<file path="config.mk">
export PLATFORM = sky130hd
export DESIGN_NAME = cv5_line_mem
export DESIGN_NICKNAME = d
export VERILOG_FILES = /design/src/cv5_pkg.sv /design/src/cv5_line_mem.sv
export SDC_FILE = /design/constraint.sdc
export NUM_CORES = 1
export LEC_CHECK = 0
export ABC_AREA = 1
export CORE_ASPECT_RATIO = 2
export CORE_UTILIZATION = 50
export DETAILED_ROUTE_END_ITERATION = 8
export DONT_BUFFER_PORTS = 1
export PLACE_DENSITY = 0.75
export SYNTH_ARGS = -nofsm -noshare
export SYNTH_HDL_FRONTEND = slang
export SYNTH_SLANG_ARGS = --single-unit
</file>
<file path="constraint.sdc">
create_clock -name clk -period 1.9 [get_ports clk]
set_input_delay 0.38 -clock clk [delete_from_list [all_inputs] [get_ports clk]]
set_output_delay 0.38 -clock clk [all_outputs]
set_load 0.01 [all_outputs]
</file>
<file path="src/cv5_pkg.sv">
// shared types, constants and helpers for the 5x5 convolution block
package cv5_pkg;

    localparam int KSIZE          = 5;
    localparam int KTAPS          = KSIZE * KSIZE;
    localparam int DEF_MAX_WIDTH  = 32;
    localparam int DEF_MAX_HEIGHT = 32;

    localparam logic CMD_WEIGHT = 1'b0;
    localparam logic CMD_PIXEL  = 1'b1;

    localparam logic REG_IMAGE_WIDTH  = 1'b0;
    localparam logic REG_IMAGE_HEIGHT = 1'b1;

    localparam logic [5:0] DIM_RESET = 6'd16;

    typedef logic signed [24:0] prod_t;
    typedef logic signed [27:0] rsum_t;
    typedef logic signed [29:0] tsum_t;

    typedef struct packed {
        logic [4:0] row;
        logic [4:0] col;
        logic       last_of_run;
        logic       frame_end;
    } cv5_meta_t;

    typedef struct packed {
        prod_t [KTAPS-1:0] prod;
        cv5_meta_t         meta;
    } cv5_prod_t;

    typedef struct packed {
        rsum_t [KSIZE-1:0] rsum;
        cv5_meta_t         meta;
    } cv5_rsum_t;

    typedef struct packed {
        logic               command;
        logic [4:0]         weight_index;
        logic signed [15:0] weight_value;
        logic [7:0]         pixel_value;
        logic               row_end;
        logic               last_row;
    } cv5_item_t;

    function automatic logic [5:0] clamp_dim(logic [5:0] v, int maxv);
        logic [5:0] x;
        x = v;
        if (x == 6'd0)
        begin
            x = 6'd1;
        end
        if (32'(x) > maxv)
        begin
            x = 6'(maxv);
        end
        return x;
    endfunction

endpackage

</file>
<file path="src/cv5_line_mem.sv">
// line buffer memory: one word per column, four row bytes per word
module cv5_line_mem import cv5_pkg::*;
#(
    parameter int DEPTH = DEF_MAX_WIDTH
)
(
    input  logic                     clk,
    input  logic                     rd_en,
    input  logic                     wr_en,
    input  logic [$clog2(DEPTH)-1:0] addr,
    input  logic [1:0]               wr_slot,
    input  logic [7:0]               wr_data,
    output logic [3:0][7:0]          rd_data
);

    logic [3:0][7:0] mem [DEPTH];
    logic [3:0][7:0] rd_data_reg;

    // read returns the word as it was before this edge's byte write
    always_ff @(posedge clk)
    begin
        if (wr_en)
        begin
            mem[addr][wr_slot] <= wr_data;
        end
        if (rd_en)
        begin
            rd_data_reg <= mem[addr];
        end
    end

    assign rd_data = rd_data_reg;

endmodule

</file>
# Word level (Yosys, flattened, before mapping)

Memories as Yosys holds them, arrays and structs flattened. A register that Yosys moved wholly into a read port is not among the register bits.
Index checks and enable logic that the tools add are counted.

Bits in read-only memories: 0
Memories: 1
Bits of input ports: 18
Memory bits (writable): 1024
Output and inout port bits: 32
Bits in latches: 0
Register bits: 0

Reductions and logical operators: 1
Mux-type cells: 4
Shift operators: 0
$add $sub $neg: 0
$mul: 0
Divide/modulo/power cells: 0
Magnitude comparators: 2
Equal/unequal tests: 0
Bitwise logic cells: 0

Memory list:

| memory | depth | bits a word | rd ports | clocked after memory_dff | wr ports | RTL line           | RTL |
|---|---|---|---|---|---|---|---|
| mem    | 32    | 32          | 1        | 1                        | 1        | cv5_line_mem.sv:16 | `logic [3:0][7:0] mem [DEPTH];` |

Operator list:

| operator                                                               | count |
|---|---|
| 32-bit 2-to-1 mux                                                      | 1 |
| 8-bit demux with 2-bit select                                          | 1 |
| 8-bit 2-to-1 mux                                                       | 1 |
| 2-bit by 3-bit < comparator with 1-bit output (second input constant)  | 1 |
| 2-bit by 1-bit >= comparator with 1-bit output (second input constant) | 1 |
| 1-bit logical AND                                                      | 1 |
| 1-bit 2-to-1 mux                                                       | 1 |

# Depth between registers and ports, before layout

Depth in word-level cells: 5
Mapped depth: 11

# Least setup slack after synthesis

OpenSTA, ideal clock, no wires.

Path kind: input to register
Start point: in addr[3]
End point: mem mem[24][0] in the netlist's numbering (enable)
Data required time: 1530 ps
Path slack: -89 ps
Arrival: 1619 ps
Setup time: 370 ps
Stages: 6
Path through: buf_4 > inv_4 > nor3_4 > buf_2 > nand2_1 > nor2_1

RTL lines:

| element            | RTL line           | RTL |
|---|---|---|
| start: declaration | cv5_line_mem.sv:10 | `input logic [$clog2(DEPTH)-1:0] addr,` |
| end: declaration   | cv5_line_mem.sv:16 |  |

Straight into the memory's write port.

==> impl_metrics.tcl <==
set metrics [dict create \
    finalCritPeriodShare_pct 102 \
    io_pins 50 \
    portBuffers 0 \
    p_clk_share_pct 38.5 \
    fin_crit_ns 1.95 \
    final.setup_skew_ns 0.0266 \
    cts_tree "yes" \
    maxCapViolations 0 \
    netSwitchingPower_mw 9.58 \
    nFillCells 7086 \
    grt-ovfl-total 0 \
    first_global_vias 29260 \
    num_rows 153 \
    antenna_left 0 \
    syn_inst 4233 \
    yosysSeqAreaShare_pct 72.2 \
    gp_congestion 0.867 \
    path_buf_inv 3 \
    violations "negative hold slack, negative setup slack" \
    grt_first_pass_wirelength_mm 169 \
    hold_slack_ns -0.164 \
    switching_share_pct 21.0 \
    cp_cell_sequence "inv_8, buf_4, buf_4, nand2_1, nand2_1, nand2_1, nand2_1, nand2_1, nand2_1, nor2_1, nand2_1" \
    grt_max_degree 517 \
    ys_seq_elements 1056 \
    power_leakage_nw 20.3 \
    fin_util_pct 56.6 \
    area_growth_pct 12.1 \
    required_ns 2.30 \
    critPathMostFrequentCell "nand2_1" \
    layout-drive-gt1-share_pct 8.43 \
    cts-resized-gates 0 \
    ys_warn_count 0 \
    die_area_sq_um 89100 \
    crit_path_end_kind "flip-flop" \
    drtPass1Iterations 5 \
    die_h_um 421 \
    clk_latency_ns 0.67 \
    grtUsageTotal_pct 25.6 \
    cts_max_path_buffers 3 \
    cts_num_sinks 1056 \
    start_util_pct 50.5 \
    holdBufCountCts 1 \
    post-dp-hpwl_mm 65.6 \
    n_antenna_cell 0 \
    clkSlewWorstSetupHoldPaths_ns 0.06 \
    final_common_cell "nand2_1" \
    max_slew.worst_pin.slew_ns 0.849 \
    setup_ws_ns -0.0466 \
    cpLargestDelayFamily "simple AND/OR/NAND/NOR gates" \
    dp_slack_ns -0.398 \
    drt-total-wl_mm 113 \
    synth.distinct_cells 14 \
    via_per_inst 5.28 \
    rrSetupSlack_ns 0.10 \
    slowest_stage "nor2_1" \
    p_seq_share_pct 56.8 \
    fin_nets 4344 \
    final_cell_mix "nand2_1, edfxtp_1, buf_4" \
    clock.fmax_ghz 0.514 \
    ctsHtreeMaxLevel 3 \
    cts_setup_buffers 0 \
    maxSlewHeadroom_pct 43.4 \
    p_total_mw 45.7 \
    drcViolationCount 0 \
    drt_iter0_markers 2664 \
    chipWidth_um 212 \
    slowest_delay_ns 0.49 \
    numCtsBuffers 83 \
    syn_nets 4251 \
    synthesis.area_sq_um 43900 \
    syn_avg_cell_area_sq_um 10.4 \
    drv_slew 0 \
    final-setup-viol-count 1 \
    critPathMaxFanout 516 \
    setup_tns_ns -0.0466 \
    fin_cells 5553 \
    combPwrFrac_pct 4.7 \
    path_class "input pin to flip-flop" \
    final-hold-violation-count 470 \
    num_vias 29340 \
    arrival_ns 2.35 \
    coreArea_sq_um 86900 \
    outcome "complete, but fails checks" \
    peakVddDrop_uv 885 \
    antenna_found_initial 0 \
    hold_class "input pin to flip-flop" \
    largest_reg_flops 1024 \
    rsz0062_at_grt "no" \
    start_kind "input pin" \
    wire_per_inst_um 20.3 \
    root_buffer "clkbuf_16" \
    p_int_mw 36.1 \
    dp.cells 5400 \
    power_density_nw_per_um2 928 \
]
-- worst reg2reg max path: cells and delay by family, from the launching register on --
kind             cells  cell delay, ns
DFF                  1            0.36
and+or+nand+nor      8            1.15
-- power groups by stage --
stage	clock, mW	combinational, mW	sequential (mW)
after detailed placement	0	2.02	26.4
after floorplan	0	1.49	26.4
after CTS	17.8	2.07	25.9
after global routing	18.6	2.36	25.9
after global placement	0	1.99	26.4
final	17.6	2.15	25.9
-- cells in the mapped netlist, drive strengths merged --
cell	count	area, sq um
nand3	4	20.0
nor2	195	739
edfxtp	1056	31700
nand2	2753	10300
clkbuf	81	304
nor3	8	130
inv	7	31.3
clkinv	1	3.75
buf	128	649
-- metrics by stage --
| step | cell area [sq um] | hold slack, ns |
|---|---|---|
| after floorplan | 44000 | 0.479 |
| after global placement | 46500 | 0.495 |
| after detailed placement | 46500 | 0.495 |
| after CTS | 49200 | -0.206 |
| after global routing | 49200 | -0.201 |
| final | 49200 | -0.164 |
-- layout make-up --
class | count | area (sq um) | share of cell area (%)
sequential | 1056 | 31700 | 64.4
multi-input combinational | 2960 | 11300 | 22.9
clock buffer | 104 | 2240 | 4.55
timing repair buffer | 217 | 2030 | 4.13
tap | 1162 | 1450 | 2.95
clock inverter | 46 | 453 | 0.920
inverter | 8 | 50.0 | 0.102
-- routing by layer --
| layer | track usage, % | share of wire (%) | up-vias |
|---|---|---|---|
| li1 | - | - | 13852 |
| met1 | 27.9 | 34 | 13889 |
| met2 | 44.0 | 50 | 1198 |
| met3 | 3.96 | 6.6 | 401 |
| met4 | 20.4 | 9.2 | 0 |
| met5 | 0 | 0 | - |
-- worst paths after layout --
kind | cells past startpoint | to | from
max | 11 | rd_data[24]$_DFFE_PP_ | addr[0]
min | 0 | mem[28][13]$_DFFE_PP_ | wr_data[5]
max reg2reg | 8 | rd_data[2]$_DFFE_PP_ | mem[3][2]$_DFFE_PP_
min reg2reg | 8 | rd_data[29]$_DFFE_PP_ | mem[20][29]$_DFFE_PP_
-- kinds of logic after synthesis --
family	Yosys count	synth area share, %
flip-flops	1056	72.2
buffers and inverters	217	2.25
AND/OR/NAND/NOR	2960	25.6
No activity file was read; power rests on OpenSTA's default activity.
