## src/cv5_pkg.sv

```systemverilog
// shared types, constants and helpers for the 5x5 convolution block
package cv5_pkg;

    localparam int KSIZE          = 5;
    localparam int KTAPS          = KSIZE * KSIZE;
    localparam int DEF_MAX_WIDTH  = 32;
    localparam int DEF_MAX_HEIGHT = 32;

    localparam logic CMD_WEIGHT = 1'b0;
    localparam logic CMD_PIXEL  = 1'b1;

    localparam logic REG_IMAGE_WIDTH  = 1'b0;
    localparam logic REG_IMAGE_HEIGHT = 1'b1;

    localparam logic [5:0] DIM_RESET = 6'd16;

    typedef logic signed [24:0] prod_t;
    typedef logic signed [27:0] rsum_t;
    typedef logic signed [29:0] tsum_t;

    typedef struct packed {
        logic [4:0] row;
        logic [4:0] col;
        logic       last_of_run;
        logic       frame_end;
    } cv5_meta_t;

    typedef struct packed {
        prod_t [KTAPS-1:0] prod;
        cv5_meta_t         meta;
    } cv5_prod_t;

    typedef struct packed {
        rsum_t [KSIZE-1:0] rsum;
        cv5_meta_t         meta;
    } cv5_rsum_t;

    typedef struct packed {
        logic               command;
        logic [4:0]         weight_index;
        logic signed [15:0] weight_value;
        logic [7:0]         pixel_value;
        logic               row_end;
        logic               last_row;
    } cv5_item_t;

    function automatic logic [5:0] clamp_dim(logic [5:0] v, int maxv);
        logic [5:0] x;
        x = v;
        if (x == 6'd0)
        begin
            x = 6'd1;
        end
        if (32'(x) > maxv)
        begin
            x = 6'(maxv);
        end
        return x;
    endfunction

endpackage

```

## src/cv5_if.sv

```systemverilog


interface cv5_feat_if;
    logic        valid;
    logic        ready;
    logic [27:0] feature_value;
    logic [4:0]  out_row;
    logic [4:0]  out_col;
    logic        last_of_run;
    logic        frame_end;

    modport source (output valid, feature_value, out_row, out_col, last_of_run, frame_end,
                    input ready);
    modport sink   (input valid, feature_value, out_row, out_col, last_of_run, frame_end,
                    output ready);
endinterface

```

## src/cv5_accum.sv

```systemverilog
// adder tree, relu and output register
module cv5_accum import cv5_pkg::*;
(
    input  logic       clk,
    input  logic       rst_n,
    input  logic       t3_valid,
    input  cv5_prod_t  t3,
    output logic       t3_take,
    cv5_feat_if.source feat_out
);

    logic      t4_v_reg;
    cv5_rsum_t t4_reg;
    logic      out_v_reg;
    logic [27:0] value_reg;
    cv5_meta_t   meta_reg;

    logic      t5_free, t4_free;
    cv5_rsum_t t4_next;
    tsum_t     total;

    assign t5_free = !out_v_reg || feat_out.ready;
    assign t4_free = !t4_v_reg || t5_free;
    assign t3_take = t4_free;

    always_comb
    begin
        for (int i = 0; i < KSIZE; i++)
        begin
            t4_next.rsum[i] = '0;
            for (int j = 0; j < KSIZE; j++)
            begin
                t4_next.rsum[i] = t4_next.rsum[i] + rsum_t'(t3.prod[i*KSIZE+j]);
            end
        end
        t4_next.meta = t3.meta;
    end

    always_comb
    begin
        total = '0;
        for (int i = 0; i < KSIZE; i++)
        begin
            total = total + tsum_t'(t4_reg.rsum[i]);
        end
    end

    always_ff @(posedge clk or negedge rst_n)
    begin
        if (!rst_n)
        begin
            t4_v_reg  <= 1'b0;
            out_v_reg <= 1'b0;
        end
        else
        begin
            if (t4_free)
            begin
                t4_v_reg <= t3_valid;
            end
            if (t5_free)
            begin
                out_v_reg <= t4_v_reg;
            end
        end
    end

    always_ff @(posedge clk)
    begin
        if (t4_free && t3_valid)
        begin
            t4_reg <= t4_next;
        end
        if (t5_free && t4_v_reg)
        begin
            value_reg <= (total < 0) ? 28'd0 : total[27:0];
            meta_reg  <= t4_reg.meta;
        end
    end

    assign feat_out.valid         = out_v_reg;
    assign feat_out.feature_value = value_reg;
    assign feat_out.out_row       = meta_reg.row;
    assign feat_out.out_col       = meta_reg.col;
    assign feat_out.last_of_run   = meta_reg.last_of_run;
    assign feat_out.frame_end     = meta_reg.frame_end;

endmodule

```

## src/flat_wrapper.sv

```systemverilog
// flat-port wrapper written by rule: the top's interface ports become plain ports
module cv5_accum_flat import cv5_pkg::*;
  (clk, rst_n, t3_valid, t3, t3_take, feat_out_valid, feat_out_feature_value, feat_out_out_row, feat_out_out_col, feat_out_last_of_run, feat_out_frame_end, feat_out_ready);
  cv5_feat_if feat_out_i ();
  input  logic clk;
  input  logic rst_n;
  input  logic t3_valid;
  input  cv5_prod_t t3;
  output logic t3_take;
  output wire logic [$bits(feat_out_i.valid)-1:0] feat_out_valid;
  output wire logic [$bits(feat_out_i.feature_value)-1:0] feat_out_feature_value;
  output wire logic [$bits(feat_out_i.out_row)-1:0] feat_out_out_row;
  output wire logic [$bits(feat_out_i.out_col)-1:0] feat_out_out_col;
  output wire logic [$bits(feat_out_i.last_of_run)-1:0] feat_out_last_of_run;
  output wire logic [$bits(feat_out_i.frame_end)-1:0] feat_out_frame_end;
  input wire logic [$bits(feat_out_i.ready)-1:0] feat_out_ready;
  assign feat_out_valid = feat_out_i.valid;
  assign feat_out_feature_value = feat_out_i.feature_value;
  assign feat_out_out_row = feat_out_i.out_row;
  assign feat_out_out_col = feat_out_i.out_col;
  assign feat_out_last_of_run = feat_out_i.last_of_run;
  assign feat_out_frame_end = feat_out_i.frame_end;
  assign feat_out_i.ready = feat_out_ready;
  cv5_accum u_core (.clk(clk), .rst_n(rst_n), .t3_valid(t3_valid), .t3(t3), .t3_take(t3_take), .feat_out(feat_out_i));
endmodule
```

## config.mk

```make
export PLATFORM = sky130hd
export DESIGN_NAME = cv5_accum_flat
export DESIGN_NICKNAME = d
export VERILOG_FILES = /design/src/cv5_pkg.sv /design/src/cv5_if.sv /design/src/cv5_accum.sv /design/src/flat_wrapper.sv
export SDC_FILE = /design/constraint.sdc
export NUM_CORES = 1
export LEC_CHECK = 0
export BUFFER_PORTS_ARGS = -buffer_cell sky130_fd_sc_hd__buf_2
export CORE_AREA = 3 3 267 269
export CTS_CLUSTER_DIAMETER = 50
export DETAILED_ROUTE_END_ITERATION = 7
export DIE_AREA = 0 0 270 272
export GPL_ROUTABILITY_DRIVEN = 0
export SLEW_MARGIN = 20
export SYNTH_ARGS = -nofsm -noshare
export SYNTH_HDL_FRONTEND = slang
export SYNTH_SLANG_ARGS = --single-unit
```

## constraint.sdc

```tcl
create_clock -name clk -period 12.75 [get_ports clk]
set_clock_uncertainty 0.15 [all_clocks]
set_input_delay 1.275 -clock clk [delete_from_list [all_inputs] [get_ports clk]]
set_output_delay 1.275 -clock clk [all_outputs]
set_load 0.005 [all_outputs]
```

# Yosys cells after proc, flatten, opt, wreduce, memory -nomap -nowiden

Cells that the tools add are included.

Add/subtract/negate cells: 24
$lt $le $gt $ge: 1
Reductions and logical operators: 6

Operator list:

| cell                                                                           | count |
|---|---|
| 28-bit by 25-bit adder with 28-bit output                                      | 10 |
| 26-bit by 25-bit adder with 27-bit output                                      | 5 |
| 25-bit by 25-bit adder with 26-bit output                                      | 5 |
| 30-bit by 28-bit adder with 30-bit output                                      | 2 |
| 29-bit by 28-bit adder with 30-bit output                                      | 1 |
| 30-bit by 1-bit less-than comparator with 1-bit output (second input constant) | 1 |
| 28-bit by 28-bit adder with 29-bit output                                      | 1 |
| 1-bit logical AND                                                              | 2 |
| 1-bit logical NOT                                                              | 2 |
| 1-bit logical OR                                                               | 2 |

Flip-flop bits (word level): 194
Input bits: 641
Output and inout port bits: 42
Logic and storage cells: 47

# Depth between registers and ports, before layout

Gate-level depths: netlist (run 1).

Depth after elaboration: 5
Mapped depth: 22
Depth with buffers taken out: 21

# Worst setup path before layout (run 1)

No wires, ideal clock.

Path kind: input-to-reg
From: input port t3[13] (netlist name)
To: register u_core.t4_reg[38] (netlist name) (data pin)
Setup time: 258 ps
Arrival: 5971 ps
Data required time: 12342 ps
Path slack: 6371 ps
Stages: 22
Buffers on the path: 1
Cell sequence: fa_1 ha_1 fa_1 a211o_1 a211oi_1 o21ai_0 a21oi_1 o21ai_0 a21o_1 a21oi_1 xnor2_1 fa_1 ha_1 clkbuf_1 a21o_1 a21o_1 a21o_1 a21o_1 a21oi_1 o21ai_0 a31oi_1 xnor2_1

RTL lines:

| item                   | RTL line          | RTL |
|---|---|---|
| start: declaration     | flat_wrapper.sv:8 | `input cv5_prod_t t3;` |
| end signal: assignment | cv5_accum.sv:72   | `t4_reg <= t4_next;` |
| end: declaration       | cv5_accum.sv:13   | `cv5_rsum_t t4_reg;` |

==> run_results.csv, run 1 <==
group,metric,value,unit
synthesis,synth.area.top_cells,"fa_1, edfxtp_1, ha_1, xnor2_1, a21oi_1",
critical_path,end_kind,"flop",
final_layout,nets,4522,
drt,vias_per_cell,5.23,
synthesis,ys_types,75,
critical_path,cp_cell_sequence,"buf_2 > fa_1 > ha_1 > fa_1 > a211o_1 > a211oi_1 > o21ai_0 > a21oi_1 > o21ai_0 > a21o_1 > a21oi_1 > xnor2_1 > fa_1 > ha_1 > a21o_1 > a21o_1 > a21o_1 > a21o_1 > a21oi_1 > o21ai_0 > a31oi_1 > xnor2_1",
drt,drtIter0Drc,1490,
timing,rsz0062_at_grt,"no",
grt,grt_pass1_vias,22000,
timing,post-route-min-period,6.96,ns
drt,dr.pass1.iters,5,
clock_tree,postCtsHoldBufs,0,
floorplanning,fp.dieH,272,um
clock_tree,worstSkewPairLatency,0.45,ns
drt,drc,0,
drt,routedWlPerCell,20.0,um
synthesis,synth_seq_area_share,21.6,%
synthesis,synth_simple_gate_area_share,10.0,%
synthesis,synth-compound-area-share,17.9,%
drt,antenna_left,0,
synthesis,netlist_area,27000,um^2
final_layout,largest_register_ff_count,152,
critical_path,critical-path-top-delay-family,"compound AO/OA/AOI/OAI gates",
drt,drt_wl_total,83900,um
timing,setup_viol,0,
critical_path,crit_type,"input port to flop",
clock_tree,post-cts-setup-buffers,0,
timing,final_hold_viol_count,0,
drt,vias,22000,
synthesis,synth_adder_area_share,39.6,%
critical_path,critPathArrivalTime,7.01,ns
clock_tree,cts_root_buffer,"clkbuf_16",
synthesis,synth_seq_cells,194,
synthesis,ys.flop_type,"edfxtp_1",
final_layout,areaGrowthSynthToFinish,19.0,%
clock_tree,clock_path_buffers,2,
timing,fin_crit_sh,54.6,%
synthesis,syn_nets,3846,
grt,grt_start_max_net_pins,76,
floorplanning,rows,96,
clock_tree,cts_sinks,194,
clock_tree,post_cts_resized,0,
critical_path,path_buf_inv,1,
clock_tree,cts_tree,"yes",
synthesis,yosysTopAreaCellShare,26.4,%
synthesis,synth_xor_area_share,7.41,%
grt,grt_usage,22.4,%
floorplanning,boundaryPins,683,
floorplanning,die_w,270,um
clock_tree,clk_pin_slew,0.07,ns
timing,fmax,144,MHz
worst_hold_path,hp-class,"flop to flop",
timing,slew_violations,0,
floorplanning,dieArea,73400,um^2
critical_path,cpMaxStageDelayCell,"a21oi_1",
grt,antenna_found_initial,18,
synthesis,synth_top_area_cell,"fa_1",
synthesis,syn_avg_cell_area,10.5,um^2
grt,grt_first_pass_wirelength,127000,um
critical_path,required,12.80,ns
critical_path,cp-start-kind,"input port",
placement,dp_hpwl,75300,um
placement,io_buffers,682,
synthesis,synth_mux_area_share,0.111,%
run_status,status,"finished, final reports clean",
flow_run,cap_violations,0,
clock_tree,htree_num_levels,4,
synthesis,postSynth.asyncResetShare,1.03,%
synthesis,synth_edf_count,192,
clock_tree,cts-buffers-inserted,17,
critical_path,critPathMostFrequentCell,"a21o_1",
synthesis,synthTopCellsByCount,"fa_1, ha_1, a21oi_1, inv_1, edfxtp_1",
grt,grt-ovfl-total,0,
synthesis,yosys_warnings,0,
timing,slew_headroom,32.6,%
critical_path,cp_max_fo,8,
final_layout,drive_gt1_share,23.7,%
floorplanning,core,68800,um^2
timing,worst_slew_pin_slew,1.01,ns
synthesis,synthCells,2565,
synthesis,synth_most_common_cell,"fa_1",
timing,finalSetupTns,0,ns
synthesis,synth_top_family_by_area,"adder cells",
critical_path,max_stage_delay,0.53,ns
floorplanning,initial_core_util,39.2,%
logic make-up after synthesis:
logic type                 Yosys count
xor gates and xnor gates           228
DFF                                194
muxes                                3
adders and majority gates          640
AOI/OAI and AO/OA                  736
and+or+nand+nor                    527
buffers and inverters              237
worst register-to-register path, stage by stage (launching register included):
cell      delay (ns)
edfxtp_1        0.40
fa_1            0.55
fa_1            0.51
inv_1           0.05
fa_1            0.47
inv_1           0.04
ha_1            0.22
inv_1           0.08
fa_1            0.19
nand2b_1        0.14
a21oi_1         0.10
o21ai_0         0.33
nand2_1         0.21
a21o_1          0.26
a311o_1         0.33
a21boi_4        0.47
buf_16          0.25
nor4_1          0.08
layout by cell type (no fill, tap or decap), drive strengths merged, types with 7 or more instances in the layout:
cell type,Yosys,layout
buf,8,688
fa,355,355
ha,285,285
a21oi,214,214
inv,206,212
edfxtp,192,192
xnor2,161,161
nor2,151,151
o21ai,124,124
a21o,114,114
nand2,89,89
nor3,74,74
xor2,67,67
o21a,45,45
nand3,43,43
a211oi,41,41
o21bai,38,38
nand4,32,32
a31oi,30,30
nand2b,29,29
nor2b,25,25
and3,22,22
o31ai,20,20
clkbuf,23,17
and2,14,14
diode,0,12
a221oi,11,11
o211ai,10,10
and4,10,10
or2,9,9
a31o,8,8
o31a,8,8
nor4,8,8
a21boi,8,8
a41oi,7,7
layer usage:
| layer | vias up | share of wire, % | GRT usage [%] |
|---|---|---|---|
| li1 | 10600 | - | - |
| met1 | 10700 | 43 | 29.4 |
| met2 | 574 | 51 | 39.4 |
| met3 | 71 | 4.5 | 2.90 |
| met4 | 4 | 1.8 | 5.41 |
| met5 | - | 0.035 | 0 |
metrics by stage:
stage	hold WS, ns	cell area (um^2)	utilization [%]	worst slack [ns]	std cells
2_1_floorplan	0.250	27000	-	6.37	2565
3_3_place_gp	0.250	31400	45.7	5.51	4152
3_5_place_dp	0.255	31400	45.7	5.44	4152
4_1_cts	0.273	32000	46.5	5.89	4184
5_1_grt	0.277	32100	46.6	5.51	4196
6_report	0.270	32100	46.6	5.79	4197
final cells by class:
class	instances	area [um^2]
well taps	931	1160
flip-flops and latches	194	5820
repair buffers	688	3480
multi-input cells	2134	20200
fillers	6643	36700
inverters	206	773
clock inverters	15	173
diodes	12	30.0
clock buffers	17	425
path summary, 6_finish.rpt:
check | startpoint | to | slack, ns | depth (start not counted)
max | t3[13] | u_core.t4_reg[38] | 5.79 | 22
min | u_core.t4_reg[10] | u_core.feat_out.out_row[3] | 0.27 | 0
max reg2reg | u_core.t4_reg[13] | u_core.feat_out.feature_value[11] | 7.64 | 17
min reg2reg | u_core.t4_reg[10] | u_core.feat_out.out_row[3] | 0.27 | 0
max in group asynchronous | rst_n | u_core.feat_out.valid | 11.90 | 1
min in group asynchronous | rst_n | u_core.t4_v_reg | 0.45 | 1
Power of run 1 is left out: the tool's default activity adds up to more than one toggle a clock period on the data nets, which glitch-free logic cannot reach.
==> inputs of run 2 (changes only) <==
Clock period 12.75 ns to 7.2 ns, I/O delays scaled along.
==> run 2 against run 1 <==
  * Global-route usage about the same
  * Final area about the same
  * Largest cell class unchanged
  * Critical path depth unchanged
  * Hold slack got worse by 0.0017 ns
==> run_results.csv, run 2 (synthesis results as in run 1) <==
group,metric,value,unit
run_status,status,"finished, final reports clean",
final_layout,nets,4527,
final_layout,drive_gt1_share,23.8,%
critical_path,max_stage_delay,0.53,ns
grt,grt_usage,22.4,%
critical_path,cp-start-kind,"input port",
final_layout,largest_register_ff_count,152,
timing,post-route-min-period,6.40,ns
critical_path,cp_max_fo,8,
clock_tree,cts_sinks,194,
clock_tree,cts_root_buffer,"clkbuf_16",
floorplanning,core,68800,um^2
clock_tree,cts_tree,"yes",
placement,dp_hpwl,75300,um
timing,slew_violations,0,
timing,worst_slack,0.796,ns
timing,fmax,156,MHz
drt,dr.pass1.iters,5,
timing,finalSetupTns,0,ns
critical_path,cpMaxStageDelayCell,"a21oi_1",
floorplanning,rows,96,
critical_path,required,7.24,ns
clock_tree,htree_num_levels,4,
drt,antenna_left,0,
clock_tree,clock_path_buffers,2,
final_layout,areaGrowthSynthToFinish,19.0,%
floorplanning,die_w,270,um
critical_path,cp_cell_sequence,"buf_2 > fa_1 > ha_1 > fa_1 > a211o_1 > a211oi_1 > o21ai_0 > a21oi_1 > o21ai_0 > a21o_1 > a21oi_1 > xnor2_1 > fa_1 > ha_1 > a21o_1 > a21o_1 > a21o_1 > a21o_1 > a21oi_1 > o21ai_0 > a31oi_1 > xnor2_1",
drt,vias_per_cell,5.21,
clock_tree,post_cts_resized,0,
grt,grt_pass1_vias,21700,
grt,antenna_found_initial,17,
grt,grt_first_pass_wirelength,126000,um
grt,grt-ovfl-total,0,
flow_run,cap_violations,0,
drt,drc,0,
timing,fin_crit_sh,88.9,%
floorplanning,dieArea,73400,um^2
critical_path,end_kind,"flop",
placement,io_buffers,682,
drt,routedWlPerCell,20.0,um
critical_path,critPathMostFrequentCell,"a21o_1",
floorplanning,boundaryPins,683,
drt,drtIter0Drc,1332,
placement,dp_slack,0.424,ns
clock_tree,worstSkewPairLatency,0.45,ns
clock_tree,cts-buffers-inserted,17,
final_layout,final_common_cell,"buf_2",
drt,vias,21900,
floorplanning,fp.dieH,272,um
timing,slew_headroom,30.6,%
final_layout,final.fill_count,6638,
worst_hold_path,hp-class,"flop to flop",
timing,setup_viol,0,
timing,worst_slew_pin_slew,1.04,ns
floorplanning,initial_core_util,39.2,%
drt,drt_wl_total,84000,um
critical_path,crit_type,"input port to flop",
timing,final_hold_viol_count,0,
critical_path,critPathArrivalTime,6.44,ns
final_layout,layout_common_cells,"buf_2, fa_1, ha_1",
clock_tree,clk_pin_slew,0.08,ns
timing,rsz0062_at_grt,"no",
grt,grt_start_max_net_pins,73,
[run 2: cell types whose count changed in the layout (fill, tap and decap cells not counted)]
| cell | delta |
|---|---|
| buf_4 | +5 |
| clkinv_8 | -3 |
| clkinv_2 | +2 |
| clkinvlp_4 | -2 |
| inv_8 | +2 |
| buf_16 | -1 |
| bufinv_16 | +1 |
| clkinv_1 | -1 |
| diode_2 | -1 |
| dlygate4sd3_1 | +1 |
[run 2: area by class of cell]
type                            count  area [um^2]  share of cell area (%)
Tap cell                          931         1160                    3.63
Inverter                          206          773                    2.41
Multi-Input combinational cell   2134        20200                    63.0
Sequential cell                   194         5820                    18.1
Timing Repair Buffer              693         3500                    10.9
Clock buffer                       17          425                    1.33
Clock inverter                     14          168                   0.522
Antenna cell                       11         27.5                  0.0858
[run 2: repair_timing]
| item | in CTS | in global routing |
|---|---|---|
| setup buffers | 0 | 0 |
| endpoints found under the hold margin | 2 | 0 |
| hold buffers | 1 | 0 |
[run 2: final timing paths]
path                                                     to  cells after the start               from  slack (ns)
max                                       u_core.t4_reg[38]                     22             t3[13]        0.80
min                              u_core.feat_out.out_row[0]                      0   u_core.t4_reg[7]        0.27
max reg2reg                u_core.feat_out.feature_value[0]                     17  u_core.t4_reg[69]        1.49
min reg2reg                      u_core.feat_out.out_row[0]                      0   u_core.t4_reg[7]        0.27
max in group asynchronous             u_core.feat_out.valid                      2              rst_n        6.36
min in group asynchronous                   u_core.t4_v_reg                      2              rst_n        0.44
[run 2: worst max-delay path, delay by kind of cell]
family	cells	cell delay (ns)
AO/OA/AOI/OAI	14	3.31
adder cells (fa/ha/maj)	5	2.05
XOR/XNOR	2	0.24
buffers and inverters	1	0.11
[run 2: routing by layer]
metal,vias to the layer above,GRT usage [%],routed length (um)
met5,-,0,27
met4,4,4.11,935
met3,56,2.68,3450
met2,518,39.7,43300
met1,10600,29.7,36300
li1,10700,-,-
[run 2: per-stage QoR]
stage               std cells  hold WS [ns]  utilization, %  cell area, um^2
global route             4198         0.256            46.6            32100
finish                   4200         0.268            46.6            32100
global placement         4157         0.251            45.7            31500
detailed placement       4157         0.255            45.7            31500
floorplan                2565         0.250               -            27000
CTS                      4189         0.265            46.6            32100
Power of run 2 is left out for the same reason.
==> inputs of run 3 (changes only) <==
Settings changed: CORE_AREA 3 3 267 269 to 3 3 266 268, DIE_AREA 0 0 270 272 to 0 0 269 271.
==> run 3 against run 2 <==
  * Register-to-register slack improved by 0.09 ns
  * Non-clock buffer count increased by 2
  * Global-route usage increased by 0.37 points
  * Sequential share of layout area about the same
==> run_results.csv, run 3 (synthesis results as in run 1) <==
group,metric,value,unit
run_status,status,"finished, final reports clean",
timing,slew_headroom,27.7,%
final_layout,drive_gt1_share,23.9,%
floorplanning,fp.dieH,271,um
final_layout,final_common_cell,"buf_2",
floorplanning,initial_core_util,39.3,%
placement,dp_hpwl,75000,um
floorplanning,die_w,269,um
critical_path,crit_type,"input port to flop",
clock_tree,cts_sinks,194,
critical_path,cp-start-kind,"input port",
drt,drtIter0Drc,1473,
timing,fin_crit_sh,88.8,%
timing,post-route-min-period,6.40,ns
timing,fmax,156,MHz
grt,grt_start_max_net_pins,73,
critical_path,end_kind,"flop",
clock_tree,cts-buffers-inserted,17,
grt,grt-ovfl-total,0,
floorplanning,core,68600,um^2
grt,antenna_found_initial,25,
flow_run,cap_violations,0,
clock_tree,post-cts-setup-buffers,0,
placement,io_buffers,682,
floorplanning,rows,96,
clock_tree,clock_path_buffers,2,
worst_hold_path,hp-class,"flop to flop",
timing,slew_violations,0,
clock_tree,cts_tree,"yes",
timing,worst_slew_pin_slew,1.07,ns
clock_tree,clk_pin_slew,0.09,ns
drt,drc,0,
final_layout,areaGrowthSynthToFinish,19.2,%
grt,grt_first_pass_wirelength,126000,um
floorplanning,boundaryPins,683,
timing,finalSetupTns,0,ns
grt,grt_pass1_vias,21900,
critical_path,critPathArrivalTime,6.49,ns
drt,drt_wl_total,84100,um
timing,rsz0062_at_grt,"no",
timing,setup_viol,0,
clock_tree,htree_num_levels,4,
drt,antenna_left,0,
floorplanning,dieArea,72900,um^2
critical_path,required,7.29,ns
drt,vias_per_cell,5.25,
timing,final_hold_viol_count,0,
critical_path,cp_max_fo,7,
final_layout,nets,4529,
grt,grt_usage,22.8,%
final_layout,layout_common_cells,"buf_2, fa_1, ha_1",
drt,dr.pass1.iters,5,
drt,routedWlPerCell,20.0,um
final_layout,largest_register_ff_count,152,
critical_path,reg2reg_slack,1.58,ns
clock_tree,worstSkewPairLatency,0.46,ns
drt,vias,22100,
clock_tree,cts_root_buffer,"clkbuf_16",
## run 3: cell types whose count changed in the layout (fill, tap and decap cells not counted), sizes merged
cell / before / now
buf: 692 / 694
bufinv: 2 / 0
clkinv: 4 / 5
diode: 11 / 16
inv: 214 / 216
## run 3: critical path: stages
cell      delay (ns)
buf_2           0.11
fa_1            0.50
ha_1            0.25
fa_1            0.49
a211oi_1        0.26
nor2_1          0.12
o41ai_1         0.55
o31ai_1         0.32
a221o_1         0.43
o21a_1          0.19
nor2_1          0.11
xnor2_1         0.09
fa_1            0.38
ha_1            0.41
a21o_1          0.19
a21o_1          0.16
a21oi_1         0.22
nand3_1         0.10
o21ai_0         0.44
nor2_1          0.12
a211oi_1        0.31
## run 3: worst paths after layout
check	from	endpoint	depth (start not counted)
max in group asynchronous	rst_n	u_core.t4_v_reg	2
worst max register to register	u_core.t4_reg[42]	u_core.feat_out.feature_value[2]	14
worst min register to register	u_core.t4_reg[3]	u_core.feat_out.out_col[1]	0
min in group asynchronous	rst_n	u_core.feat_out.valid	2
worst max-delay path	t3[138]	u_core.t4_reg[67]	21
worst min-delay path	u_core.t4_reg[3]	u_core.feat_out.out_col[1]	0
## run 3: per-layer routing
| metal | part of all wire [%] | track usage, % |
|---|---|---|
| met5 | 0.082 | 0 |
| met4 | 1.7 | 4.98 |
| met2 | 51 | 39.4 |
| met3 | 5.3 | 3.16 |
| met1 | 42 | 30.2 |
## run 3: cell type report
cell class | instances | area [um^2]
fillers | 6619 | 36400
diodes | 16 | 40.0
well taps | 931 | 1160
clock buffers | 17 | 425
repair buffers | 695 | 3510
multi-input cells | 2134 | 20200
flip-flops and latches | 194 | 5820
inverters | 206 | 773
clock inverters | 15 | 196
## run 3: timing repair
| action | 4_1_cts | 5_1_grt |
|---|---|---|
| resized for setup | 0 | 0 |
| setup endpoints to repair | 0 | 0 |
| hold buffers | 1 | 0 |
| hold endpoints to repair | 2 | 0 |
## run 3: through the flow
stage          hold slack [ns]  setup WS [ns]  utilization [%]  cell area [um^2]  cells
6_report                 0.273          0.804             46.9             32200   4208
5_1_grt                  0.253          0.576             46.9             32100   4206
4_1_cts                  0.252          0.893             46.8             32100   4192
3_5_place_dp             0.255          0.434             45.9             31500   4159
3_3_place_gp             0.251          0.495             45.9             31500   4159
2_1_floorplan            0.250           1.38                -             27000   2565
Power of run 3 is left out for the same reason.
